<file path="src/design/palhr_pkg.sv">
// shared types, constants and helper functions of the palette hue ramp remap block
package palhr_pkg;

    // one palette color, 8 bits per component
    typedef struct packed {
        logic [7:0] r;
        logic [7:0] g;
        logic [7:0] b;
    } rgb_t;

    // luminance 299r+587g+114b, at most 255000
    localparam int LUM_W = 18;
    // divisor is twice the maximum luminance
    localparam int DEN_W = LUM_W + 1;
    // dividend 2*c*lum + max, below 2^27
    localparam int NUM_W = DEN_W + 8;
    localparam int LANES = 3;
    // cycles from a target register write to a settled target color
    localparam int HSV_LAT = 3;
    localparam int SETTLE_W = $clog2(HSV_LAT + 1);

    typedef logic [LANES-1:0][NUM_W-1:0] num_vec_t;
    typedef logic [LANES-1:0][7:0] quo_vec_t;

    // word opcodes
    localparam logic OP_LOAD = 1'b0;
    localparam logic OP_READ = 1'b1;

    // register indexes on the apb port
    localparam logic [2:0] CFG_HUE      = 3'd0;
    localparam logic [2:0] CFG_SAT      = 3'd1;
    localparam logic [2:0] CFG_VAL      = 3'd2;
    localparam logic [2:0] CFG_START    = 3'd3;
    localparam logic [2:0] CFG_END      = 3'd4;
    localparam logic [2:0] CFG_EXPANDED = 3'd5;

    function automatic logic [LUM_W-1:0] luma(rgb_t c);
        logic [LUM_W-1:0] lr;
        logic [LUM_W-1:0] lg;
        logic [LUM_W-1:0] lb;
        lr = LUM_W'(c.r) * LUM_W'(299);
        lg = LUM_W'(c.g) * LUM_W'(587);
        lb = LUM_W'(c.b) * LUM_W'(114);
        return lr + lg + lb;
    endfunction

    // six-bit component to eight bits by bit replication
    function automatic logic [7:0] widen6(logic [7:0] v);
        return {v[5:0], v[5:4]};
    endfunction

    // floor(x/255) for x up to 255*255
    function automatic logic [7:0] div255(logic [15:0] x);
        logic [16:0] t;
        t = 17'(x) + 17'(x[15:8]) + 17'd1;
        return t[15:8];
    endfunction

endpackage

</file>
<file path="src/design/palhr_div.sv">
// three-lane restoring divider, 8-bit quotient saturated at 255
module palhr_div (
    input  logic                          clk,
    input  logic                          rst_n,
    input  logic                          start,
    input  palhr_pkg::num_vec_t           num,
    input  logic [palhr_pkg::DEN_W-1:0]   den,
    output palhr_pkg::quo_vec_t           quo,
    output logic                          done
);

    // one overflow check, then one quotient bit per cycle
    localparam int STEPS = 9;
    localparam int CNT_W = $clog2(STEPS);
    localparam logic [CNT_W-1:0] LAST = CNT_W'(STEPS - 1);

    palhr_pkg::num_vec_t            rem_reg;
    logic [palhr_pkg::NUM_W-1:0]    dsh_reg;
    palhr_pkg::quo_vec_t            quo_reg;
    logic [palhr_pkg::LANES-1:0]    sat_reg;
    logic [CNT_W-1:0]               cnt_reg;
    logic                           busy_reg;
    logic                           done_reg;

    always_ff @(posedge clk or negedge rst_n)
    begin
        if (!rst_n)
        begin
            cnt_reg  <= '0;
            busy_reg <= 1'b0;
            done_reg <= 1'b0;
        end
        else
        begin
            done_reg <= 1'b0;
            if (start)
            begin
                cnt_reg  <= '0;
                busy_reg <= 1'b1;
            end
            else if (busy_reg)
            begin
                cnt_reg <= cnt_reg + 1'b1;
                if (cnt_reg == LAST)
                begin
                    busy_reg <= 1'b0;
                    done_reg <= 1'b1;
                end
            end
        end
    end

    always_ff @(posedge clk)
    begin
        if (start)
        begin
            rem_reg <= num;
            dsh_reg <= {den, 8'b0};
        end
        else if (busy_reg)
        begin
            for (int l = 0; l < palhr_pkg::LANES; l++)
            begin
                if (cnt_reg == '0)
                begin
                    // quotient above 255 saturates
                    sat_reg[l] <= (rem_reg[l] >= dsh_reg);
                end
                else if (rem_reg[l] >= dsh_reg)
                begin
                    rem_reg[l] <= rem_reg[l] - dsh_reg;
                    quo_reg[l] <= {quo_reg[l][6:0], 1'b1};
                end
                else
                begin
                    quo_reg[l] <= {quo_reg[l][6:0], 1'b0};
                end
            end
            dsh_reg <= dsh_reg >> 1;
        end
    end

    always_comb
    begin
        for (int l = 0; l < palhr_pkg::LANES; l++)
        begin
            quo[l] = sat_reg[l] ? 8'hFF : quo_reg[l];
        end
    end

    assign done = done_reg;

endmodule

</file>
<file path="config.mk">
export PLATFORM = sky130hd
export DESIGN_NAME = palhr_div
export DESIGN_NICKNAME = d
export VERILOG_FILES = /design/src/design/palhr_pkg.sv /design/src/design/palhr_div.sv
export SDC_FILE = /design/constraint.sdc
export NUM_CORES = 1
export LEC_CHECK = 0
export ABC_AREA = 1
export BUFFER_PORTS_ARGS = -buffer_cell sky130_fd_sc_hd__buf_2
export CAP_MARGIN = 30
export CORE_UTILIZATION = 60
export CTS_CLUSTER_SIZE = 16
export DETAILED_ROUTE_END_ITERATION = 8
export PLACE_DENSITY = 0.78
export REMOVE_ABC_BUFFERS = 1
export SYNTH_ARGS = -nofsm -noshare
export SYNTH_HDL_FRONTEND = slang
export SYNTH_SLANG_ARGS = --single-unit
</file>
<file path="constraint.sdc">
create_clock -name clk -period 3.2 [get_ports clk]
set_clock_uncertainty 0.05 [all_clocks]
set_input_delay 0.48 -clock clk [delete_from_list [all_inputs] [get_ports clk]]
set_output_delay 0.48 -clock clk [all_outputs]
set_load 0.005 [all_outputs]
</file>
==> metrics.md <==
| Metric | Value |
|---|---|
| RR Startpoint | `dsh_reg[21]` |
| Total Wirelength | `36.2 mm` |
| Netlist cell types | `39` |
| Endpoints failing setup | `0` |
| Max_slew headroom | `35.8%` |
| Cts bufs inserted | `17` |
| Hold Crit Endpoint | `rem_reg[62]` |
| CP Max Fanout | `16` |
| Fin nets | `2138` |
| Hold Path Depth | `3` |
| Outcome | `finished, final reports clean` |
| Crit end category | `flip-flop` |
| Clock Tree Root | `clkbuf_16` |
| Setup Crit Path Kind | `reg2reg` |
| Vias in the first global route | `10900` |
| Cell Pwr Density | `766 mW/mm^2` |
| ANT cells | `0` |
| Sequential-to-total area share from yosys stat | `34.2%` |
| Synth warnings | `0` |
| First-pass DRT Iterations | `6` |
| RSZ-0062 raised after global routing | `no` |
| Drt drc | `0` |
| Most numerous cell in the Yosys netlist | `nand2_1` |
| Fin util | `69.6%` |
| Die area | `0.0207 sq mm` |
| CTS tree | `done` |
| Max reg flops | `81` |
| Vias | `12000` |
| Final instance area | `0.0136 sq mm` |
| Post-synth EDFFs | `127` |
| FFs w/ async S/R, synth | `4.26%` |
| Achievable frequency | `0.361 GHz` |
| Initial drt markers | `961` |
| Synth cell count leaders | `nand2_1 (720), inv_1 (325), nand3_1 (140), edfxtp_1 (127), nor2_1 (97)` |
| Worst Path Required | `3270 ps` |
| Dpl cells | `2193` |
| Share of layout cells above drive strength 1 | `14.0%` |
| Reg2reg setup slack | `430 ps` |
| VDD IR max | `0.387 mV` |
| GRT Util Overall | `36.3%` |
| Non-Filler Instances | `2227` |
| Crit path arrival time | `2840 ps` |
| IO buf count | `127` |
| Global-route wire length before repair | `56.1 mm` |
| GRT overflow | `0` |
| CP Launch Type | `flip-flop` |
| # Post-CTS Setup Buffers | `0` |
| Hold_ws | `253 ps` |
| Worst skew pair latency | `440 ps` |
| Crit path time final | `2770 ps` |
| Routability cong. | `1.04` |
| P&R area growth vs syn | `13.1%` |
| Synth area leader | `edfxtp_1` |
| Initial antenna violation count | `0` |
| Max Slew Vio Count | `0` |
| DP HPWL | `27.9 mm` |
| Register bit total from synthesis | `141` |
| Vias per cell | `5.41` |
| Die width | `144 microns` |
| Final period utilization | `86.6%` |
| Initial core utilization | `61.6%` |
| Hold Vio Cnt, Final | `0` |
| Clock Path Buffers | `2` |
| Mapped cell area | `0.0121 sq mm` |
| I/O pins | `128` |
| Static leakage | `7.30 nW` |
| Chip height | `144 microns` |
| Synth area leaders | `edfxtp_1 (32%), nand2_1 (22%), inv_1 (10%)` |
| Area after DPL | `0.0130 sq mm` |
| Slew @ Worst Pin | `963 ps` |
| Clock slew at reported path FFs | `80 ps` |
| Mean post-synth cell area | `6.64 sq um` |
| CTS HTree Levels | `4` |
| Total negative slack | `0 ps` |
| Core Box Area | `0.0196 sq mm` |
| Top FF cell, synth | `edfxtp_1` |
| Max cap viols | `0` |
| Largest net degree at the start of global routing | `92` |
| Yosys top cell area share | `31.6%` |
| Synth Instances | `1816` |
| CTS Sinks | `141` |
| Routed wire length per instance | `16.3 microns` |
| Hold Startpoint | `num[62]` |
| FF-to-FF path depth | `11` |
| Post-route ant nets | `0` |
| Reg2reg end | `rem_reg[28]` |
| Std-Cell Rows | `51` |
| Worst min path class | `in2reg` |
worst max path at each step:
stage	from	end	slack, ps
2_1_floorplan	cnt_reg[0]	quo_reg[0]	330
3_3_place_gp	dsh_reg[8]	rem_reg[2]	470
3_5_place_dp	dsh_reg[8]	rem_reg[3]	500
4_1_cts	dsh_reg[8]	rem_reg[10]	480
5_1_grt	dsh_reg[21]	rem_reg[70]	200
6_report	dsh_reg[21]	rem_reg[28]	430
where the power goes:
group	internal [mW]	switching (mW)	leakage, nW
registers	2.58	0.183	1.42
clock network	1.06	0.978	0.298
logic	1.89	3.74	5.58
critical path, cell delays in order (launching register included):
cell and delay (ps):
edfxtp_1 390, inv_1 350, ha_1 330, nand2_1 130, nor2_1 190, nand3_1 150
nor3_1 200, nand2_1 90, nand3_2 140, nand2_1 60, nand2_1 90, buf_4 260
cell usage in the layout (no fill, tap or decap), types with 36 or more instances in the layout:
cell type	synthesis	final
inv_1	325	325
nor2_1	97	97
o21ai_0	42	42
or2_2	36	36
a21oi_1	51	51
buf_2	6	126
edfxtp_1	127	127
ha_1	83	83
nand3_1	140	140
nand2_1	720	720
repair_timing:
action	CTS	global route
gates resized for setup	0	0
hold endpoints to repair	6	0
hold buffers	1	0
routing by layer:
layer / vias to the layer above / share of wire, % / track usage (%)
met5: - / 0 / 0
met4: 0 / 3.3 / 13.6
met3: 72 / 8.6 / 6.03
met2: 523 / 45 / 59.4
met1: 5467 / 43 / 48.2
li1: 5981 / - / -
metrics by stage:
stage               power (mW)  setup slack, ps
finish                    10.4              430
global route              11.3              204
CTS                       10.3              476
detailed placement        8.29              502
global placement          8.18              465
floorplan                 6.84              332
cell families after synthesis:
kind of cell	count (synthesis)	share of synthesized area, %
buf+inv	357	11.5
flops	141	34.2
compound gates	120	5.51
fa+ha+maj	86	9.11
xor+xnor	9	0.653
simple gates	1103	39.1
final cells by class:
type	count	area [sq um]
Multi-Input combinational cell	1318	6560
Fill cell	1782	5950
Sequential cell	141	4120
Inverter	331	1240
Timing Repair Buffer	140	771
Clock buffer	17	425
Tap cell	265	332
Clock inverter	15	184
Power figures use the tool's default switching activity.
