[config.mk]
export PLATFORM = sky130hd
export DESIGN_NAME = palhr_hsv
export DESIGN_NICKNAME = d
export VERILOG_FILES = /design/src/design/palhr_pkg.sv /design/src/design/palhr_hsv.sv
export SDC_FILE = /design/constraint.sdc
export NUM_CORES = 1
export LEC_CHECK = 0
export ABC_AREA = 1
export BUFFER_PORTS_ARGS = -buffer_cell sky130_fd_sc_hd__buf_4
export CAP_MARGIN = 20
export CORE_MARGIN = 3
export CORE_UTILIZATION = 60
export DETAILED_ROUTE_END_ITERATION = 8
export PLACE_DENSITY = 0.77
export SYNTH_ARGS = -nofsm -noshare
export SYNTH_HDL_FRONTEND = slang
export SYNTH_SLANG_ARGS = --single-unit
export TNS_END_PERCENT = 10
[constraint.sdc]
create_clock -name clk -period 22.8 [get_ports clk]
set_clock_uncertainty 0.2 [all_clocks]
set_input_delay 6.84 -clock clk [delete_from_list [all_inputs] [get_ports clk]]
set_output_delay 6.84 -clock clk [all_outputs]
set_load 0.02 [all_outputs]
[src/design/palhr_pkg.sv]
// shared types, constants and helper functions of the palette hue ramp remap block
package palhr_pkg;

    // one palette color, 8 bits per component
    typedef struct packed {
        logic [7:0] r;
        logic [7:0] g;
        logic [7:0] b;
    } rgb_t;

    // luminance 299r+587g+114b, at most 255000
    localparam int LUM_W = 18;
    // divisor is twice the maximum luminance
    localparam int DEN_W = LUM_W + 1;
    // dividend 2*c*lum + max, below 2^27
    localparam int NUM_W = DEN_W + 8;
    localparam int LANES = 3;
    // cycles from a target register write to a settled target color
    localparam int HSV_LAT = 3;
    localparam int SETTLE_W = $clog2(HSV_LAT + 1);

    typedef logic [LANES-1:0][NUM_W-1:0] num_vec_t;
    typedef logic [LANES-1:0][7:0] quo_vec_t;

    // word opcodes
    localparam logic OP_LOAD = 1'b0;
    localparam logic OP_READ = 1'b1;

    // register indexes on the apb port
    localparam logic [2:0] CFG_HUE      = 3'd0;
    localparam logic [2:0] CFG_SAT      = 3'd1;
    localparam logic [2:0] CFG_VAL      = 3'd2;
    localparam logic [2:0] CFG_START    = 3'd3;
    localparam logic [2:0] CFG_END      = 3'd4;
    localparam logic [2:0] CFG_EXPANDED = 3'd5;

    function automatic logic [LUM_W-1:0] luma(rgb_t c);
        logic [LUM_W-1:0] lr;
        logic [LUM_W-1:0] lg;
        logic [LUM_W-1:0] lb;
        lr = LUM_W'(c.r) * LUM_W'(299);
        lg = LUM_W'(c.g) * LUM_W'(587);
        lb = LUM_W'(c.b) * LUM_W'(114);
        return lr + lg + lb;
    endfunction

    // six-bit component to eight bits by bit replication
    function automatic logic [7:0] widen6(logic [7:0] v);
        return {v[5:0], v[5:4]};
    endfunction

    // floor(x/255) for x up to 255*255
    function automatic logic [7:0] div255(logic [15:0] x);
        logic [16:0] t;
        t = 17'(x) + 17'(x[15:8]) + 17'd1;
        return t[15:8];
    endfunction

endpackage

[src/design/palhr_hsv.sv]
// target color pipeline: integer hsv to rgb over three register stages
module palhr_hsv (
    input  logic               clk,
    input  logic [7:0]         hue,
    input  logic [7:0]         sat,
    input  logic [7:0]         val,
    output palhr_pkg::rgb_t    target
);

    typedef enum logic [2:0] {
        SEC_VTP = 3'd0,
        SEC_QVP = 3'd1,
        SEC_PVT = 3'd2,
        SEC_PQV = 3'd3,
        SEC_TPV = 3'd4,
        SEC_VPQ = 3'd5
    } sector_t;

    logic [10:0] hue6;
    logic [10:0] base;
    sector_t     sec;
    logic [7:0]  frac;

    sector_t         sec_a_reg;
    logic [15:0]     sf_a_reg;
    logic [15:0]     sfc_a_reg;
    logic [15:0]     vp_a_reg;
    logic [7:0]      v_a_reg;
    sector_t         sec_b_reg;
    logic [15:0]     qm_b_reg;
    logic [15:0]     tm_b_reg;
    logic [7:0]      p_b_reg;
    logic [7:0]      v_b_reg;
    palhr_pkg::rgb_t target_reg;
    logic [7:0]      q_c;
    logic [7:0]      t_c;
    palhr_pkg::rgb_t target_next;

    // hue*1530/255 is exactly 6*hue
    assign hue6 = {1'b0, hue, 2'b00} + {2'b00, hue, 1'b0};

    always_comb
    begin
        if (hue6 >= 11'd1530)
        begin
            sec  = SEC_VTP;
            base = 11'd1530;
        end
        else if (hue6 >= 11'd1275)
        begin
            sec  = SEC_VPQ;
            base = 11'd1275;
        end
        else if (hue6 >= 11'd1020)
        begin
            sec  = SEC_TPV;
            base = 11'd1020;
        end
        else if (hue6 >= 11'd765)
        begin
            sec  = SEC_PQV;
            base = 11'd765;
        end
        else if (hue6 >= 11'd510)
        begin
            sec  = SEC_PVT;
            base = 11'd510;
        end
        else if (hue6 >= 11'd255)
        begin
            sec  = SEC_QVP;
            base = 11'd255;
        end
        else
        begin
            sec  = SEC_VTP;
            base = 11'd0;
        end
    end

    assign frac = 8'(hue6 - base);

    always_ff @(posedge clk)
    begin
        sec_a_reg <= sec;
        sf_a_reg  <= 16'(sat) * 16'(frac);
        sfc_a_reg <= 16'(sat) * 16'(8'd255 - frac);
        vp_a_reg  <= 16'(val) * 16'(8'd255 - sat);
        v_a_reg   <= val;

        sec_b_reg <= sec_a_reg;
        qm_b_reg  <= 16'(v_a_reg) * 16'(8'd255 - palhr_pkg::div255(sf_a_reg));
        tm_b_reg  <= 16'(v_a_reg) * 16'(8'd255 - palhr_pkg::div255(sfc_a_reg));
        p_b_reg   <= palhr_pkg::div255(vp_a_reg);
        v_b_reg   <= v_a_reg;

        target_reg <= target_next;
    end

    assign q_c = palhr_pkg::div255(qm_b_reg);
    assign t_c = palhr_pkg::div255(tm_b_reg);

    always_comb
    begin
        case (sec_b_reg)
            SEC_VTP: target_next = '{r: v_b_reg, g: t_c, b: p_b_reg};
            SEC_QVP: target_next = '{r: q_c, g: v_b_reg, b: p_b_reg};
            SEC_PVT: target_next = '{r: p_b_reg, g: v_b_reg, b: t_c};
            SEC_PQV: target_next = '{r: p_b_reg, g: q_c, b: v_b_reg};
            SEC_TPV: target_next = '{r: t_c, g: p_b_reg, b: v_b_reg};
            SEC_VPQ: target_next = '{r: v_b_reg, g: p_b_reg, b: q_c};
            default: target_next = '{r: v_b_reg, g: p_b_reg, b: q_c};
        endcase
    end

    assign target = target_reg;

endmodule

==> out/metrics.cfg <==
[cts]
cts_max_level = 4
cts_tree = done
cts_root_buf = clkbuf_16
clock_path_buffers = 2
cts_setup_buffers = 0
clk_latency_ns = 0.43
clk_pin_slew_ns = 0.06
numCtsBuffers = 17
cts_hold_buffers = 0
cts_sinks = 134
ctsResizeCount = 0

[setup_path]
worstSetupStartpointType = primary input
cp-end-kind = register
slowest_delay_ns = 0.55
arrival_ns = 14.13
critical_path_class = in -> reg
crit_required_ns = 22.95
critPathMaxFanout = 16
crit_slowest_cell = fa_1
critPathMostFrequentCell = fa_1

[synthesis]
ys_ff_latch = 134
synth_top_cell_by_area = fa_1
ys_seq_area_share_pct = 16.85
syn_nets = 2451
synth_top_area_share_pct = 23.39
synthCells = 1999
synth_ff_type = dfxtp_1
synth_edf_count = 0
yosys_warnings = 0
synth_area_um2 = 15920
synth_area_leaders = fa_1 (23%), ha_1 (19%), dfxtp_1 (17%)
avgSynthCellArea_um2 = 7.963
yosysUniqueCellTypes = 46
synthArstFlopShare_pct = 0

[detailed_routing]
drc = 0
ant_nets = 0
drtPass1Iterations = 8
wl_per_cell_um = 14.76
vias_per_cell = 5.247
routed_wl_mm = 35.19
dr_total_vias = 12510
drt_iter0_markers = 716

[finish]
area_growth_pct = 7.829
postLayoutCoreUtil_pct = 67.00
num-fill-cells = 2138
final_nets = 2494
regArea_um2 = 2683
largest_register_ffs = 24
multi_input_area_um2 = 11400
drive_above_1_share_pct = 6.715
antenna_cells = 0

[global_route]
grtUsageTotal_pct = 26.01
antenna_found_initial = 0
grt_pass1_vias = 12980
grt_start_max_net_pins = 20
grt_pass1_wl_mm = 60.56
grt_overflow_total = 0

[flow_run]
maxCapViolations = 0

[hold_path]
hold_path.class = reg -> reg

[floorplanning]
start_util_pct = 62.14
die_width_um = 168.9
die-area_um2 = 28520
core_area_um2 = 25620
io-pin-count = 49
num_rows = 58
die_height_um = 168.9

[timing]
grt_setup_unrepaired = no
worstMarginPinSlew_ns = 0.7270
slew_headroom_pct = 51.23
report.final.slew_viol_count = 0
fin_crit_ns = 13.98
final-hold-violation-count = 0
fmax_mhz = 71.54
finalSetupTns_ns = 0
min_period_over_period_pct = 61.31
finalSetupViolCount = 0

[outcome]
status = complete, no violations

[placement]
place_hpwl_mm = 28.95
portBuffers = 48
place_congestion = 0.8762

==> path summary, 6_finish.rpt <==
| kind | from | end | slack (ns) | cells past startpoint |
|---|---|---|---|---|
| setup reg to reg | sf_a_reg[12] | qm_b_reg[14] | 16.28 | 27 |
| hold / removal | sec_a_reg[0] | sec_b_reg[0] | 0.12 | 0 |
| setup / recovery | hue[0] | sf_a_reg[15] | 8.82 | 37 |
| hold reg to reg | sec_a_reg[0] | sec_b_reg[0] | 0.12 | 0 |
==> worst max-delay path: cells and delay by family <==
family / cells / cell delay [ns]
buffers and inverters: 5 / 0.39
AND/OR/NAND/NOR: 14 / 1.71
AO/OA/AOI/OAI: 9 / 1.63
adder cells (fa/ha/maj): 8 / 3.42
XOR/XNOR: 1 / 0.15
==> Yosys cell counts, types with 4 or more instances <==
cell type	count
nand2_1	318
a21oi_1	89
nand3_2	7
nor2_2	17
fa_1	186
inv_1	443
nand3_1	60
o21bai_1	4
buf_1	6
clkbuf_1	19
a21o_1	6
xor2_1	47
ha_1	241
clkinv_1	11
inv_2	4
or2_2	9
nand2_2	11
nand4_1	15
o211ai_1	6
a22oi_1	11
a31oi_1	4
a221oi_1	6
dfxtp_1	134
nor3_1	7
nor2_1	234
and2_1	13
o21ai_0	33
xnor2_1	24
o21ai_1	4
==> metal layers <==
| layer | share of wire, % | GRT usage (%) | vias up |
|---|---|---|---|
| met5 | 0 | 0 | - |
| met4 | 2.7 | 8.609 | 0 |
| met3 | 5.7 | 4.087 | 65 |
| met2 | 49 | 44.86 | 356 |
| met1 | 43 | 33.51 | 5867 |
| li1 | - | - | 6225 |
==> placed cells by master (no fill, tap or decap), types with 3 or more instances in the layout <==
cell type   netlist  routed
nand4_1          15      15
inv_2             4       4
o21bai_1          4       4
o21ai_1           4       4
nor2_2           17      17
o221ai_1          3       3
nand3b_1          3       3
o21ai_0          33      33
nand3_2           7       7
inv_8             0       3
fa_1            186     186
clkinv_1         11      11
a211oi_1          3       3
clkinvlp_4        0       4
xor2_1           47      47
clkbuf_16         0      17
inv_1           443     443
nand2_1         318     318
or2_2             9       9
and2_1           13      13
nand2_2          11      11
nor2_1          234     234
buf_4             0      50
xnor2_1          24      24
a22oi_1          11      11
nand2_4           3       3
nor3_1            7       7
dfxtp_1         134     134
a31oi_1           4       4
inv_6             0       4
nand3_1          60      60
o211ai_1          6       6
a221oi_1          6       6
ha_1            241     241
a21o_1            6       6
a21oi_1          89      89
==> cell type report <==
cell class / instances / share of cell area [%]
Clock buffer: 17 / 2.478
Tap cell: 330 / 2.406
Inverter: 459 / 10.05
Timing Repair Buffer: 50 / 2.187
Multi-Input combinational cell: 1380 / 66.45
Sequential cell: 134 / 15.63
Clock inverter: 15 / 0.8019
==> through the flow <==
step | instances | instance area [um^2] | hold WS, ns | worst slack [ns]
global placement | 2353 | 16600 | 0.1139 | 8.619
finish | 2385 | 17160 | 0.1228 | 8.821
global route | 2385 | 17160 | 0.1351 | 8.162
floorplan | 1999 | 15920 | 0.1096 | 8.783
CTS | 2385 | 17160 | 0.1256 | 8.851
detailed placement | 2353 | 16600 | 0.1164 | 8.419
==> logic make-up after synthesis <==
kind of cell             Yosys count  share of synthesized area (%)
AND/OR/NAND/NOR                  703                          18.74
AO/OA/AOI/OAI                    178                          6.493
buffers and inverters            485                          11.50
flip-flops                       134                          16.85
adder cells (fa/ha/maj)          427                          42.34
XOR/XNOR                          72                          4.080
Power is not shown: default switching activity piles up to over one toggle a cycle in this logic, so the estimate is an artifact.
